===== src/hdl/ipcr_pkg.sv =====
`timescale 1ns / 1ps

package ipcr_pkg;

  // request codes as they arrive on req_type
  typedef enum logic [2:0] {
    OP_START   = 3'd0,
    OP_EDGE    = 3'd1,
    OP_TICK    = 3'd2,
    OP_CARRIER = 3'd3,
    OP_STOP    = 3'd4
  } ipcr_op_e;

  // configuration register indexes
  typedef enum logic {
    CFG_CLOCK_HZ   = 1'b0,
    CFG_TIME_LIMIT = 1'b1
  } ipcr_cfg_e;

  typedef enum logic [2:0] {
    BK_IDLE,
    BK_DIV,
    BK_WIN,
    BK_EMIT_IV,
    BK_CHECK,
    BK_EMIT_SUM
  } ipcr_bk_state_e;

  localparam int CLK_W      = 28;
  localparam int LIMIT_W    = 32;
  localparam int TIMER_W    = 16;
  localparam int PERIOD_W   = 16;
  localparam int DUR_W      = 31;
  localparam int COUNT_W    = 9;
  localparam int HZ_W       = 16;

  localparam logic [CLK_W-1:0]   CLOCK_HZ_RST   = 28'd72000000;
  localparam logic [LIMIT_W-1:0] TIME_LIMIT_RST = 32'd5000000;

  localparam logic [TIMER_W-1:0] TICK_US     = 16'hFFFF;
  localparam logic [CLK_W-1:0]   CARRIER_MIN = 28'd29000;
  localparam logic [CLK_W-1:0]   CARRIER_MAX = 28'd60500;
  localparam logic [HZ_W-1:0]    SNAP_NEAR   = 16'd1001;

  localparam int DIV_STEPS = CLK_W;
  localparam int DIV_CNT_W = $clog2(DIV_STEPS);

  localparam int QDEPTH = 2;
  localparam int QPTR_W = $clog2(QDEPTH);

  localparam int NSTEPS = 16;
  localparam logic [HZ_W-1:0] STD_STEPS [NSTEPS] = '{
    16'd30000, 16'd32000, 16'd34000, 16'd36000, 16'd38000, 16'd40000, 16'd42000, 16'd44000,
    16'd46000, 16'd48000, 16'd50000, 16'd52000, 16'd54000, 16'd56000, 16'd58000, 16'd60000
  };

  typedef struct packed {
    ipcr_op_e              op;
    logic [TIMER_W-1:0]    timer_count;
    logic                  pin_level;
    logic [PERIOD_W-1:0]   carrier_period;
  } ipcr_cmd_t;

  typedef struct packed {
    logic                  result_kind;
    logic                  signal_level;
    logic [DUR_W-1:0]      duration_us;
    logic [COUNT_W-1:0]    interval_count;
    logic [HZ_W-1:0]       carrier_hz;
    logic                  last;
  } ipcr_res_t;

  function automatic logic [HZ_W-1:0] absdiff(input logic [HZ_W-1:0] a,
                                               input logic [HZ_W-1:0] b);
    return (a > b) ? (a - b) : (b - a);
  endfunction

  // lowest step pair with either step within SNAP_NEAR wins; ties go up
  function automatic logic [HZ_W-1:0] snap_carrier(input logic [HZ_W-1:0] v);
    logic [HZ_W-1:0] res;
    logic [HZ_W-1:0] d1;
    logic [HZ_W-1:0] d2;
    res = '0;
    for (int i = NSTEPS - 2; i >= 0; i--) begin
      d1 = absdiff(STD_STEPS[i], v);
      d2 = absdiff(STD_STEPS[i+1], v);
      if (d1 < SNAP_NEAR || d2 < SNAP_NEAR) begin
        res = (d1 < d2) ? STD_STEPS[i] : STD_STEPS[i+1];
      end
    end
    return res;
  endfunction

endpackage


===== src/hdl/ipcr_front.sv =====
`timescale 1ns / 1ps

module ipcr_front (
  input  logic                        in_valid_i,
  output logic                        in_stall_o,
  input  logic [2:0]                  req_type_i,
  input  logic [15:0]                 timer_count_i,
  input  logic                        pin_level_i,
  input  logic [15:0]                 carrier_period_i,
  input  logic                        q_full_i,
  output logic                        q_push_o,
  output ipcr_pkg::ipcr_cmd_t         q_cmd_o
);
  import ipcr_pkg::*;

  ipcr_op_e op;
  logic     keep;

  assign op = ipcr_op_e'(req_type_i);

  // drop unused codes and empty carrier captures here
  always_comb begin
    case (op)
      OP_START, OP_EDGE, OP_TICK, OP_STOP: keep = 1'b1;
      OP_CARRIER:                          keep = (carrier_period_i != '0);
      default:                             keep = 1'b0;
    endcase
  end

  assign in_stall_o = q_full_i;
  assign q_push_o   = in_valid_i && !q_full_i && keep;

  assign q_cmd_o.op             = op;
  assign q_cmd_o.timer_count    = timer_count_i;
  assign q_cmd_o.pin_level      = pin_level_i;
  assign q_cmd_o.carrier_period = carrier_period_i;

endmodule


===== src/hdl/ipcr_fifo.sv =====
`timescale 1ns / 1ps

module ipcr_fifo (
  input  logic                clk_i,
  input  logic                rst_ni,
  input  logic                push_i,
  input  ipcr_pkg::ipcr_cmd_t cmd_i,
  input  logic                pop_i,
  output ipcr_pkg::ipcr_cmd_t cmd_o,
  output logic                full_o,
  output logic                empty_o
);
  import ipcr_pkg::*;

  ipcr_cmd_t         mem_q [QDEPTH];
  logic [QPTR_W-1:0] wr_ptr_q, wr_ptr_d;
  logic [QPTR_W-1:0] rd_ptr_q, rd_ptr_d;
  logic [QPTR_W:0]   cnt_q, cnt_d;
  logic              do_push;
  logic              do_pop;

  assign full_o  = (cnt_q == (QPTR_W+1)'(QDEPTH));
  assign empty_o = (cnt_q == '0);
  assign do_push = push_i && !full_o;
  assign do_pop  = pop_i && !empty_o;
  assign cmd_o   = mem_q[rd_ptr_q];

  always_comb begin
    wr_ptr_d = do_push ? wr_ptr_q + 1'b1 : wr_ptr_q;
    rd_ptr_d = do_pop ? rd_ptr_q + 1'b1 : rd_ptr_q;
    cnt_d    = cnt_q;
    if (do_push && !do_pop) begin
      cnt_d = cnt_q + 1'b1;
    end else if (do_pop && !do_push) begin
      cnt_d = cnt_q - 1'b1;
    end
  end

  always_ff @(posedge clk_i or negedge rst_ni) begin
    if (!rst_ni) begin
      wr_ptr_q <= '0;
      rd_ptr_q <= '0;
      cnt_q    <= '0;
    end else begin
      wr_ptr_q <= wr_ptr_d;
      rd_ptr_q <= rd_ptr_d;
      cnt_q    <= cnt_d;
    end
  end

  always_ff @(posedge clk_i) begin
    if (do_push) begin
      mem_q[wr_ptr_q] <= cmd_i;
    end
  end

endmodule


===== src/hdl/ipcr_back.sv =====
`timescale 1ns / 1ps

module ipcr_back #(
  parameter int MAX_INTERVALS = 256
) (
  input  logic                clk_i,
  input  logic                rst_ni,
  input  logic [27:0]         clock_hz_i,
  input  logic [31:0]         time_limit_i,
  input  ipcr_pkg::ipcr_cmd_t q_cmd_i,
  input  logic                q_empty_i,
  output logic                q_pop_o,
  output logic                out_valid_o,
  input  logic                out_stall_i,
  output ipcr_pkg::ipcr_res_t out_res_o
);
  import ipcr_pkg::*;

  localparam int CNT_W = $clog2(MAX_INTERVALS + 1);

  ipcr_bk_state_e state_q, state_d;

  logic               capturing_q;
  logic [DUR_W-1:0]   open_dur_q;
  logic               open_level_q;
  logic [CNT_W-1:0]   cnt_q;
  logic [LIMIT_W-1:0] total_q;
  logic [HZ_W-1:0]    snap_hz_q;

  logic [DUR_W-1:0]   pend_dur_q;
  logic               pend_level_q;
  logic [CNT_W-1:0]   pend_cnt_q;

  logic [PERIOD_W-1:0]  div_rem_q;
  logic [CLK_W-1:0]     div_quo_q;
  logic [PERIOD_W-1:0]  div_den_q;
  logic [DIV_CNT_W-1:0] div_cnt_q;

  logic      out_valid_q;
  ipcr_res_t out_q;

  logic               out_free;
  logic               stop_now;
  logic               load_iv;
  logic               load_sum;
  logic [16:0]        div_shift;
  logic               div_ge;
  logic [TIMER_W-1:0] time_add;
  logic [LIMIT_W:0]   total_sum;
  logic [LIMIT_W-1:0] total_sat;
  logic               in_window;

  assign out_free  = !out_valid_q || !out_stall_i;
  assign stop_now  = (total_q > time_limit_i) || (cnt_q >= CNT_W'(MAX_INTERVALS));
  assign q_pop_o   = (state_q == BK_IDLE) && !q_empty_i;
  assign load_iv   = (state_q == BK_EMIT_IV) && out_free;
  assign load_sum  = (state_q == BK_EMIT_SUM) && out_free;

  assign div_shift = {div_rem_q, div_quo_q[CLK_W-1]};
  assign div_ge    = (div_shift >= {1'b0, div_den_q});
  assign in_window = (div_quo_q > CARRIER_MIN) && (div_quo_q < CARRIER_MAX);

  // total time saturates instead of wrapping
  assign time_add  = (q_cmd_i.op == OP_EDGE) ? q_cmd_i.timer_count : TICK_US;
  assign total_sum = {1'b0, total_q} + (LIMIT_W+1)'(time_add);
  assign total_sat = total_sum[LIMIT_W] ? '1 : total_sum[LIMIT_W-1:0];

  always_comb begin
    state_d = state_q;
    case (state_q)
      BK_IDLE: begin
        if (q_pop_o && capturing_q) begin
          case (q_cmd_i.op)
            OP_EDGE:    state_d = BK_EMIT_IV;
            OP_TICK:    state_d = BK_CHECK;
            OP_CARRIER: state_d = BK_DIV;
            OP_STOP:    state_d = BK_EMIT_SUM;
            default:    state_d = BK_IDLE;
          endcase
        end
      end
      BK_DIV: begin
        if (div_cnt_q == DIV_CNT_W'(DIV_STEPS - 1)) begin
          state_d = BK_WIN;
        end
      end
      BK_WIN:      state_d = BK_IDLE;
      BK_EMIT_IV: begin
        if (out_free) begin
          state_d = BK_CHECK;
        end
      end
      BK_CHECK:    state_d = stop_now ? BK_EMIT_SUM : BK_IDLE;
      BK_EMIT_SUM: begin
        if (out_free) begin
          state_d = BK_IDLE;
        end
      end
      default:     state_d = BK_IDLE;
    endcase
  end

  always_ff @(posedge clk_i or negedge rst_ni) begin
    if (!rst_ni) begin
      state_q <= BK_IDLE;
    end else begin
      state_q <= state_d;
    end
  end

  // capture state
  always_ff @(posedge clk_i or negedge rst_ni) begin
    if (!rst_ni) begin
      capturing_q  <= 1'b0;
      open_dur_q   <= '0;
      open_level_q <= 1'b0;
      cnt_q        <= '0;
      total_q      <= '0;
      snap_hz_q    <= '0;
    end else begin
      if (q_pop_o) begin
        case (q_cmd_i.op)
          OP_START: begin
            capturing_q  <= 1'b1;
            open_dur_q   <= '0;
            open_level_q <= ~q_cmd_i.pin_level;
            cnt_q        <= '0;
            total_q      <= '0;
            snap_hz_q    <= '0;
          end
          OP_EDGE: begin
            if (capturing_q) begin
              cnt_q        <= cnt_q + 1'b1;
              open_dur_q   <= '0;
              open_level_q <= ~q_cmd_i.pin_level;
              total_q      <= total_sat;
            end
          end
          OP_TICK: begin
            if (capturing_q) begin
              open_dur_q <= open_dur_q + DUR_W'(TICK_US);
              total_q    <= total_sat;
            end
          end
          default: ;
        endcase
      end
      if (state_q == BK_WIN && in_window) begin
        snap_hz_q <= snap_carrier(div_quo_q[HZ_W-1:0]);
      end
      if (load_sum) begin
        capturing_q <= 1'b0;
      end
    end
  end

  // closed interval waiting for the output slot, and the period divider
  always_ff @(posedge clk_i) begin
    if (q_pop_o && q_cmd_i.op == OP_EDGE) begin
      pend_dur_q   <= open_dur_q + DUR_W'(q_cmd_i.timer_count);
      pend_level_q <= open_level_q;
      pend_cnt_q   <= cnt_q;
    end
    if (q_pop_o && q_cmd_i.op == OP_CARRIER) begin
      div_rem_q <= '0;
      div_quo_q <= clock_hz_i;
      div_den_q <= q_cmd_i.carrier_period;
      div_cnt_q <= '0;
    end else if (state_q == BK_DIV) begin
      // one quotient bit per cycle, restoring
      div_rem_q <= div_ge ? PERIOD_W'(div_shift - {1'b0, div_den_q})
                          : div_shift[PERIOD_W-1:0];
      div_quo_q <= {div_quo_q[CLK_W-2:0], div_ge};
      div_cnt_q <= div_cnt_q + 1'b1;
    end
  end

  always_ff @(posedge clk_i or negedge rst_ni) begin
    if (!rst_ni) begin
      out_valid_q <= 1'b0;
    end else begin
      out_valid_q <= (out_valid_q && out_stall_i) || load_iv || load_sum;
    end
  end

  always_ff @(posedge clk_i) begin
    if (load_iv) begin
      out_q.result_kind    <= 1'b0;
      out_q.signal_level   <= pend_level_q;
      out_q.duration_us    <= pend_dur_q;
      out_q.interval_count <= COUNT_W'(pend_cnt_q);
      out_q.carrier_hz     <= '0;
      out_q.last           <= 1'b0;
    end else if (load_sum) begin
      out_q.result_kind    <= 1'b1;
      out_q.signal_level   <= 1'b0;
      out_q.duration_us    <= '0;
      out_q.interval_count <= COUNT_W'(cnt_q);
      out_q.carrier_hz     <= snap_hz_q;
      out_q.last           <= 1'b1;
    end
  end

  assign out_valid_o = out_valid_q;
  assign out_res_o   = out_q;

  a_div_needs_capture: assert property (@(posedge clk_i) disable iff (!rst_ni)
    (state_q == BK_DIV) |-> capturing_q)
    else $error("divider running outside a capture");

  a_count_bounded: assert property (@(posedge clk_i) disable iff (!rst_ni)
    cnt_q <= CNT_W'(MAX_INTERVALS))
    else $error("interval count beyond maximum");

  a_summary_ends_run: assert property (@(posedge clk_i) disable iff (!rst_ni)
    load_sum |=> (out_valid_q && out_q.last && out_q.result_kind && !capturing_q))
    else $error("summary did not close the capture");

  a_no_pop_while_busy: assert property (@(posedge clk_i) disable iff (!rst_ni)
    (state_q != BK_IDLE) |-> !q_pop_o)
    else $error("request taken while back end busy");

endmodule


===== src/hdl/ir_pulse_capture_recorder_unit.sv =====
`timescale 1ns / 1ps

// IR pulse capture recorder: requests (start, edge, overflow tick, carrier
// capture, stop) enter a two-entry queue and are carried out one at a time.
// A stop during a capture emits a summary, as does a tick that takes the total
// past the time limit; an edge emits its closed interval and, if the capture
// then ends, a summary after it. A carrier capture runs the bit-serial 28-step
// divider that turns the period into hertz. Interval and summary results
// leave through a single output register and wait there while the output is
// stalled; the input keeps filling the queue meanwhile.
module ir_pulse_capture_recorder_unit #(
  parameter int MAX_INTERVALS = 256
) (
  input  logic        clk_i,
  input  logic        rst_ni,
  input  logic        cfg_we_i,
  input  logic        cfg_index_i,
  input  logic [31:0] cfg_data_i,
  input  logic        in_valid_i,
  output logic        in_stall_o,
  input  logic [2:0]  req_type_i,
  input  logic [15:0] timer_count_i,
  input  logic        pin_level_i,
  input  logic [15:0] carrier_period_i,
  output logic        out_valid_o,
  input  logic        out_stall_i,
  output logic        result_kind_o,
  output logic        signal_level_o,
  output logic [30:0] duration_us_o,
  output logic [8:0]  interval_count_o,
  output logic [15:0] carrier_hz_o,
  output logic        last_o
);
  import ipcr_pkg::*;

  logic [CLK_W-1:0]   clock_hz_q;
  logic [LIMIT_W-1:0] time_limit_q;

  ipcr_cmd_t push_cmd;
  ipcr_cmd_t head_cmd;
  logic      q_push;
  logic      q_pop;
  logic      q_full;
  logic      q_empty;
  ipcr_res_t res;

  always_ff @(posedge clk_i or negedge rst_ni) begin
    if (!rst_ni) begin
      clock_hz_q   <= CLOCK_HZ_RST;
      time_limit_q <= TIME_LIMIT_RST;
    end else if (cfg_we_i) begin
      case (ipcr_cfg_e'(cfg_index_i))
        CFG_CLOCK_HZ:   clock_hz_q   <= cfg_data_i[CLK_W-1:0];
        CFG_TIME_LIMIT: time_limit_q <= cfg_data_i;
        default: ;
      endcase
    end
  end

  ipcr_front u_front (
    .in_valid_i       (in_valid_i),
    .in_stall_o       (in_stall_o),
    .req_type_i       (req_type_i),
    .timer_count_i    (timer_count_i),
    .pin_level_i      (pin_level_i),
    .carrier_period_i (carrier_period_i),
    .q_full_i         (q_full),
    .q_push_o         (q_push),
    .q_cmd_o          (push_cmd)
  );

  ipcr_fifo u_fifo (
    .clk_i   (clk_i),
    .rst_ni  (rst_ni),
    .push_i  (q_push),
    .cmd_i   (push_cmd),
    .pop_i   (q_pop),
    .cmd_o   (head_cmd),
    .full_o  (q_full),
    .empty_o (q_empty)
  );

  ipcr_back #(
    .MAX_INTERVALS (MAX_INTERVALS)
  ) u_back (
    .clk_i        (clk_i),
    .rst_ni       (rst_ni),
    .clock_hz_i   (clock_hz_q),
    .time_limit_i (time_limit_q),
    .q_cmd_i      (head_cmd),
    .q_empty_i    (q_empty),
    .q_pop_o      (q_pop),
    .out_valid_o  (out_valid_o),
    .out_stall_i  (out_stall_i),
    .out_res_o    (res)
  );

  assign result_kind_o    = res.result_kind;
  assign signal_level_o   = res.signal_level;
  assign duration_us_o    = res.duration_us;
  assign interval_count_o = res.interval_count;
  assign carrier_hz_o     = res.carrier_hz;
  assign last_o           = res.last;

endmodule

===== config.mk =====
export PLATFORM = sky130hd
export DESIGN_NAME = ir_pulse_capture_recorder_unit
export DESIGN_NICKNAME = d
export VERILOG_FILES = /design/src/hdl/ipcr_pkg.sv /design/src/hdl/ipcr_front.sv /design/src/hdl/ipcr_fifo.sv /design/src/hdl/ipcr_back.sv /design/src/hdl/ir_pulse_capture_recorder_unit.sv
export SDC_FILE = /design/constraint.sdc
export NUM_CORES = 1
export LEC_CHECK = 0
export BUFFER_PORTS_ARGS = -buffer_cell sky130_fd_sc_hd__buf_4
export CORE_ASPECT_RATIO = 1.4
export CORE_MARGIN = 3
export CORE_UTILIZATION = 26
export CTS_BUF_LIST = sky130_fd_sc_hd__clkbuf_16
export DETAILED_ROUTE_END_ITERATION = 10
export GPL_TIMING_DRIVEN = 0
export PLACE_DENSITY = 0.45
export SLEW_MARGIN = 20
export SYNTH_ARGS = -nofsm -noshare
export SYNTH_HDL_FRONTEND = slang
export SYNTH_SLANG_ARGS = --single-unit

===== constraint.sdc =====
create_clock -name clk_i -period 6.8 [get_ports clk_i]
set_input_delay 0.34 -clock clk_i [delete_from_list [all_inputs] [get_ports clk_i]]
set_output_delay 0.34 -clock clk_i [all_outputs]
set_load 0.05 [all_outputs]

==> results of run 1 <==
cells in the mapped netlist (80+ instances only):
cell type	number
edfxtp_1	198
xnor2_1	208
clkbuf_1	135
inv_1	317
a21o_1	100
mux2_2	101
dfrtp_1	139
o21ai_0	218
nand3_1	80
a21oi_1	244
nand2_1	352
nor2_1	243
ha_1	311
worst register-to-register path: stages (launching register included):
cell	delay [ns]
edfxtp_1	0.35
buf_4	0.19
inv_1	0.18
clkbuf_4	0.34
buf_8	0.29
ha_1	0.38
clkbuf_4	0.34
nand4bb_1	0.12
buf_2	0.28
o211ai_1	0.43
o21a_1	0.17
buf_2	0.27
clkbuf_4	0.31
a21oi_1	0.06
a31oi_1	0.35
xnor2_2	0.22
ha_1	0.32
a21o_1	0.16
a21o_1	0.18
a21o_1	0.17
a21o_1	0.17
a21o_1	0.17
nand2_1	0.06
a41oi_1	0.23
nand3b_1	0.21
a21oi_1	0.08
or3_1	0.42
o21ba_1	0.21
final cells by class:
type | count | area share
diodes | 1 | 0.0000639
well taps | 1648 | 0.0527
clock buffers | 39 | 0.0249
plain buffers | 218 | 0.0274
inverters | 321 | 0.0310
clock inverters | 27 | 0.00601
repair buffers | 202 | 0.0444
multi-input cells | 2919 | 0.545
flip-flops and latches | 386 | 0.268
cell families after synthesis:
family / after synthesis / synth area share
buf+inv: 542 / 0.0645
simple gates: 1156 / 0.177
other cells: 1 / 0.000112
flops: 386 / 0.313
xor+xnor: 272 / 0.0712
compound gates: 996 / 0.199
fa+ha+maj: 318 / 0.119
mux: 173 / 0.0558
stage by stage:
stage                     hold WS [ns]  utilization  cells  area (sq um)  TNS, ns
after floorplan                 0.0444            -   3847         33600        0
after global placement           0.429        0.286   5625         36600   -31.83
after detailed placement         0.353        0.289   5635         36900   -20.59
after CTS                      0.00706        0.304   5750         38800        0
after global routing            0.0111        0.306   5760         39100        0
final                           0.0364        0.306   5761         39200        0
layout by cell type (no fill, tap or decap), types with 101 or more instances in the layout:
cell type	instances
buf_4	170
xnor2_1	198
dfrtp_1	139
ha_1	308
mux2_2	101
clkbuf_1	108
o21ai_0	211
nor2_1	242
a21oi_1	239
edfxtp_1	198
nand2_1	350
inv_1	324
sequential cells by signal, indices dropped and copies added, names as in the netlist, 3 cells and up:
register / count
u_back.div_quo_q: 28
u_back.div_den_q: 16
u_fifo.mem_q: 72
u_back.div_cnt_q: 5
u_back.snap_hz_q: 12
u_back.cnt_q: 9
u_back.total_q: 32
u_back.state_q: 3
u_back.open_dur_q: 31
u_back.pend_cnt_q: 9
time_limit_q: 32
u_back.out_res_o: 54
clock_hz_q: 28
u_back.div_rem_q: 16
u_back.pend_dur_q: 31
per-layer routing:
metal / part of all wire / vias to the layer above
met2: 0.48 / 1389
met3: 0.061 / 610
li1: - / 14400
met1: 0.35 / 15300
met4: 0.11 / 8
met5: 0.00030 / -
final timing paths:
| path | slack, ns | start | to |
|---|---|---|---|
| setup / recovery | 0.02 | u_back.div_quo_q[4]$_DFFE_PP_ | u_back.snap_hz_q[4]$_DFFE_PN0P_ |
| hold / removal | 0.04 | cfg_data_i[14] | clock_hz_q[14]$_DFFE_PN0P_ |
| setup reg to reg | 0.02 | u_back.div_quo_q[4]$_DFFE_PP_ | u_back.snap_hz_q[4]$_DFFE_PN0P_ |
| hold reg to reg | 0.45 | u_back.open_level_q$_DFFE_PN0P_ | u_back.pend_level_q$_DFFE_PP_ |
| max in group asynchronous | 5.50 | rst_ni | time_limit_q[14]$_DFFE_PN1P_ |
| min in group asynchronous | 0.34 | rst_ni | u_back.open_dur_q[25]$_DFFE_PN0P_ |
repair_timing:
action                                 4_1_cts  5_1_grt
pin swaps                                    5        6
setup buffers                               13       10
cloned                                       0        0
hold buffers                                37        0
setup endpoints to repair                   12       31
gates resized for setup                     68       39
endpoints found under the hold margin      137        0
==> flow_summary.yaml, run 1 <==
timing:
  post-route-period-util: 0.997
  fin_crit_ns: 6.78
  finalClockSkew_ns: 0.0220
  hold_violations: 0
  worst_slew_pin_slew_ns: 1.29
  grt_setup_unrepaired: "no"
  slew_headroom: 0.136
  worst_slack_ns: 0.0236
  drv_slew: 0
  setup_viol: 0
  max_freq_mhz: 148
detailed_routing:
  viasPerCell: 5.51
  dr.pass1.iters: 6
  routed_wl_mm: 167
  wl_per_cell_microns: 29.0
  ant_nets: 0
  first_iter_violations: 2550
  vias: 31700
  remaining_drc_errors: 0
logic_synthesis:
  netlist.area_leader.share: 0.177
  avgSynthCellArea_sq_um: 8.73
  syn-instance-count: 3844
  synth_edf_count: 198
  ys_seq_area_frac: 0.313
  synthFlopType: "edfxtp_1"
  netlist_top_cells_area: "edfxtp_1, ha_1, dfrtp_1"
  ys_types: 129
  ys_async_sr_fraction: 0.399
  synth_area_sq_mm: 0.0335
  synth_warnings: 0
  synth_seq_cells: 386
  yosys.area.top_type: "edfxtp_1"
final_layout:
  area_growth_pct: 16.7
  num-fill-cells: 13600
  drive_gt1_frac: 0.136
  num-nets-final: 4472
  multi_input_area_sq_mm: 0.0214
  regArea_sq_mm: 0.0105
grt:
  grt-ovfl-total: 0
  met2_usage: 0.426
  grt-busiest-layer: "met2"
  grt_start_max_net_pins: 90
  grt_antenna_before_repair: 7
  grt_pass1_vias: 31900
  grtUsageMet3: 0.0433
  grt.total_usage: 0.246
  met1_usage: 0.257
  grt_pass1_wl_mm: 235
run:
  maxCapViolCount: 0
setup_path:
  cp_slowest_stage_delay_ns: 0.43
  crit_buf_inv: 8
  cp.arrival_ns: 7.22
  critPathMostFrequentCell: "a21o_1"
  r2r_cells: 27
  cp-start-kind: "register"
  path_max_fanout: 11
  crit_type: "reg -> reg"
  path_delay_family: "compound AO/OA/AOI/OAI gates"
  worst_path_max_delay_cell: "o211ai_1"
  cp_data_required_time_ns: 7.24
  crit_cells: 27
  crit_path_end_kind: "register"
cts:
  tritoncts.num_buffers: 36
  htree_levels: 2
  clockBufferDepth: 3
  cts_tree: "built"
  path_clk_slew_ns: 0.07
  clock_sinks: 386
  clockRootBuffer: "clkbuf_16"
  insertion_delay_ns: 0.56
run_status:
  status: "completed"
min_path:
  hold_path_class: "in -> reg"
  whs_path_depth: 2
floorplanning:
  fp.dieW_microns: 310
  die_h_microns: 431
  placementRows: 155
  ios: 135
  initial_core_util: 0.262
  core-area_sq_mm: 0.128
  die_area_sq_mm: 0.133
placed_design:
  place_ws_ns: -2.24
  dp_hpwl_mm: 129
  gp_congestion: 1.04
  port_buffers: 130
Power of run 1 is left out: the tool's default activity adds up to more than one toggle a clock period on the data nets, which glitch-free logic cannot reach.
==> run 2, diff against run 1 <==
==> constraint.sdc (replaced) <==
create_clock -name clk_i -period 7.94 [get_ports clk_i]
set_input_delay 0.794 -clock clk_i [delete_from_list [all_inputs] [get_ports clk_i]]
set_output_delay 0.794 -clock clk_i [all_outputs]
set_load 0.05 [all_outputs]
==> run 2 against run 1 <==
- critical path depth is 7 lower
- fmax is 14% lower
- highest routed layer unchanged
- clock skew hardly changed
- core utilization is 0.64 points lower
- die area stayed put
==> flow_summary.yaml, run 2 (synthesized netlist as in run 1, its figures left out) <==
run_status:
  status: "completed"
setup_path:
  cp-startpoint: "u_back.div_quo_q[7]$_DFFE_PP_"
  r2r_end: "u_back.snap_hz_q[7]$_DFFE_PN0P_"
  r2r-start: "u_back.div_quo_q[7]$_DFFE_PP_"
  rrSetupSlack_ns: 0.02
  cp-start-kind: "register"
  critPathCapture: "u_back.snap_hz_q[7]$_DFFE_PN0P_"
  crit_type: "reg -> reg"
  path_max_fanout: 15
  r2r_cells: 20
  crit_path_end_kind: "register"
  cp_data_required_time_ns: 8.38
  cp.arrival_ns: 8.36
timing:
  hold_violations: 0
  drv_slew: 0
  setup_viol: 0
  max_freq_mhz: 126
  post-route-period-util: 0.997
  worst_slew_pin_slew_ns: 1.22
  slew_headroom: 0.177
  finalClockSkew_ns: 0.0215
  fin_crit_ns: 7.92
  setup_tns_ns: 0
  grt_setup_unrepaired: "no"
grt:
  grt_antenna_before_repair: 7
  grt_pass1_vias: 31700
  grt-ovfl-total: 0
  grt_pass1_wl_mm: 234
  grt.total_usage: 0.246
  grt_start_max_net_pins: 90
floorplanning:
  die_area_sq_mm: 0.133
  fp.dieW_microns: 310
  placementRows: 155
  ios: 135
  die_h_microns: 431
  initial_core_util: 0.262
  core-area_sq_mm: 0.128
placed_design:
  gp_congestion: 1.04
  dp_hpwl_mm: 129
  port_buffers: 130
  dpl_cell_area_sq_mm: 0.0369
detailed_routing:
  ant_nets: 0
  dr.pass1.iters: 6
  wl_per_cell_microns: 29.1
  vias: 31500
  first_iter_violations: 2668
  remaining_drc_errors: 0
  viasPerCell: 5.51
  routed_wl_mm: 166
final_layout:
  design_area_sq_mm: 0.0383
  num-nets-final: 4421
  final_common_cell: "nand2_1"
  drive_gt1_frac: 0.125
  num-fill-cells: 13700
  area_growth_pct: 14.3
  regArea_sq_mm: 0.0105
  top_register: "u_fifo.mem_q"
  layout_common_cells: "nand2_1, inv_1, ha_1"
  multi_input_area_sq_mm: 0.0211
  fin_util: 0.300
  largest_register_ffs: 72
cts:
  htree_levels: 2
  ctsHoldBuffers: 0
  clockBufferDepth: 3
  clockRootBuffer: "clkbuf_16"
  cts_tree: "built"
  insertion_delay_ns: 0.56
  clock_sinks: 386
  path_clk_slew_ns: 0.08
  tritoncts.num_buffers: 36
min_path:
  hold_path_class: "in -> async"
run:
  maxCapViolCount: 0
==> run 2: worst max-delay path, stage by stage, from the launching register on <==
cell       delay [ns]
edfxtp_1         0.58
clkbuf_1         0.35
inv_1            0.14
buf_2            0.41
buf_6            0.37
ha_1             0.63
clkbuf_2         0.47
a21oi_1          0.18
o2111ai_2        0.56
nand2_1          0.62
mux2_2           0.49
o21ai_0          0.20
xnor2_1          0.15
ha_1             0.37
and4_1           0.24
nand4_1          0.29
a311oi_1         0.47
o211ai_2         0.30
a21boi_1         0.63
o211ai_1         0.15
and3_1           0.18
==> run 2: worst min-delay path by stage <==
stage,depth (start not counted),end,slack (ns),from
2_1_floorplan,0,u_back.pend_level_q$_DFFE_PP_,0.42,u_back.open_level_q$_DFFE_PN0P_
3_3_place_gp,0,u_back.pend_level_q$_DFFE_PP_,0.43,u_back.open_level_q$_DFFE_PN0P_
3_5_place_dp,0,u_back.pend_level_q$_DFFE_PP_,0.44,u_back.open_level_q$_DFFE_PN0P_
4_1_cts,1,u_back.open_dur_q[24]$_DFFE_PN0P_,0.20,rst_ni
5_1_grt,1,u_back.open_dur_q[19]$_DFFE_PN0P_,0.22,rst_ni
6_report,1,u_back.open_dur_q[25]$_DFFE_PN0P_,0.19,rst_ni
==> run 2: final cells by class <==
class	instances	share of cell area
antenna	3	0.000196
clock buffer	39	0.0255
tap	1648	0.0538
sequential	386	0.274
timing repair buffer	150	0.0327
multi-input combinational	2919	0.550
inverter	321	0.0317
buffer	219	0.0263
clock inverter	27	0.00614
==> run 2: per-layer routing <==
layer  wire [microns]  GRT usage  up-vias
met1            58500      0.259    15200
met2            80100      0.425     1408
met3            10100     0.0426      581
met5               40          0        -
li1                 -          -    14300
met4            17700      0.206        6
==> run 2: timing repair <==
action,CTS,global route
pin swaps,2,0
setup endpoints to repair,11,9
resized for setup,10,23
setup buffers,5,1
==> run 2: metrics by stage <==
step | hold slack, ns | instances | setup WS, ns
global placement | 0.429 | 5625 | -2.06
global route | 0.220 | 5709 | 0.0153
finish | 0.187 | 5712 | 0.0241
CTS | 0.197 | 5704 | 0.00665
detailed placement | 0.435 | 5635 | -1.10
floorplan | 0.421 | 3847 | 2.25
Power of run 2 is left out for the same reason.
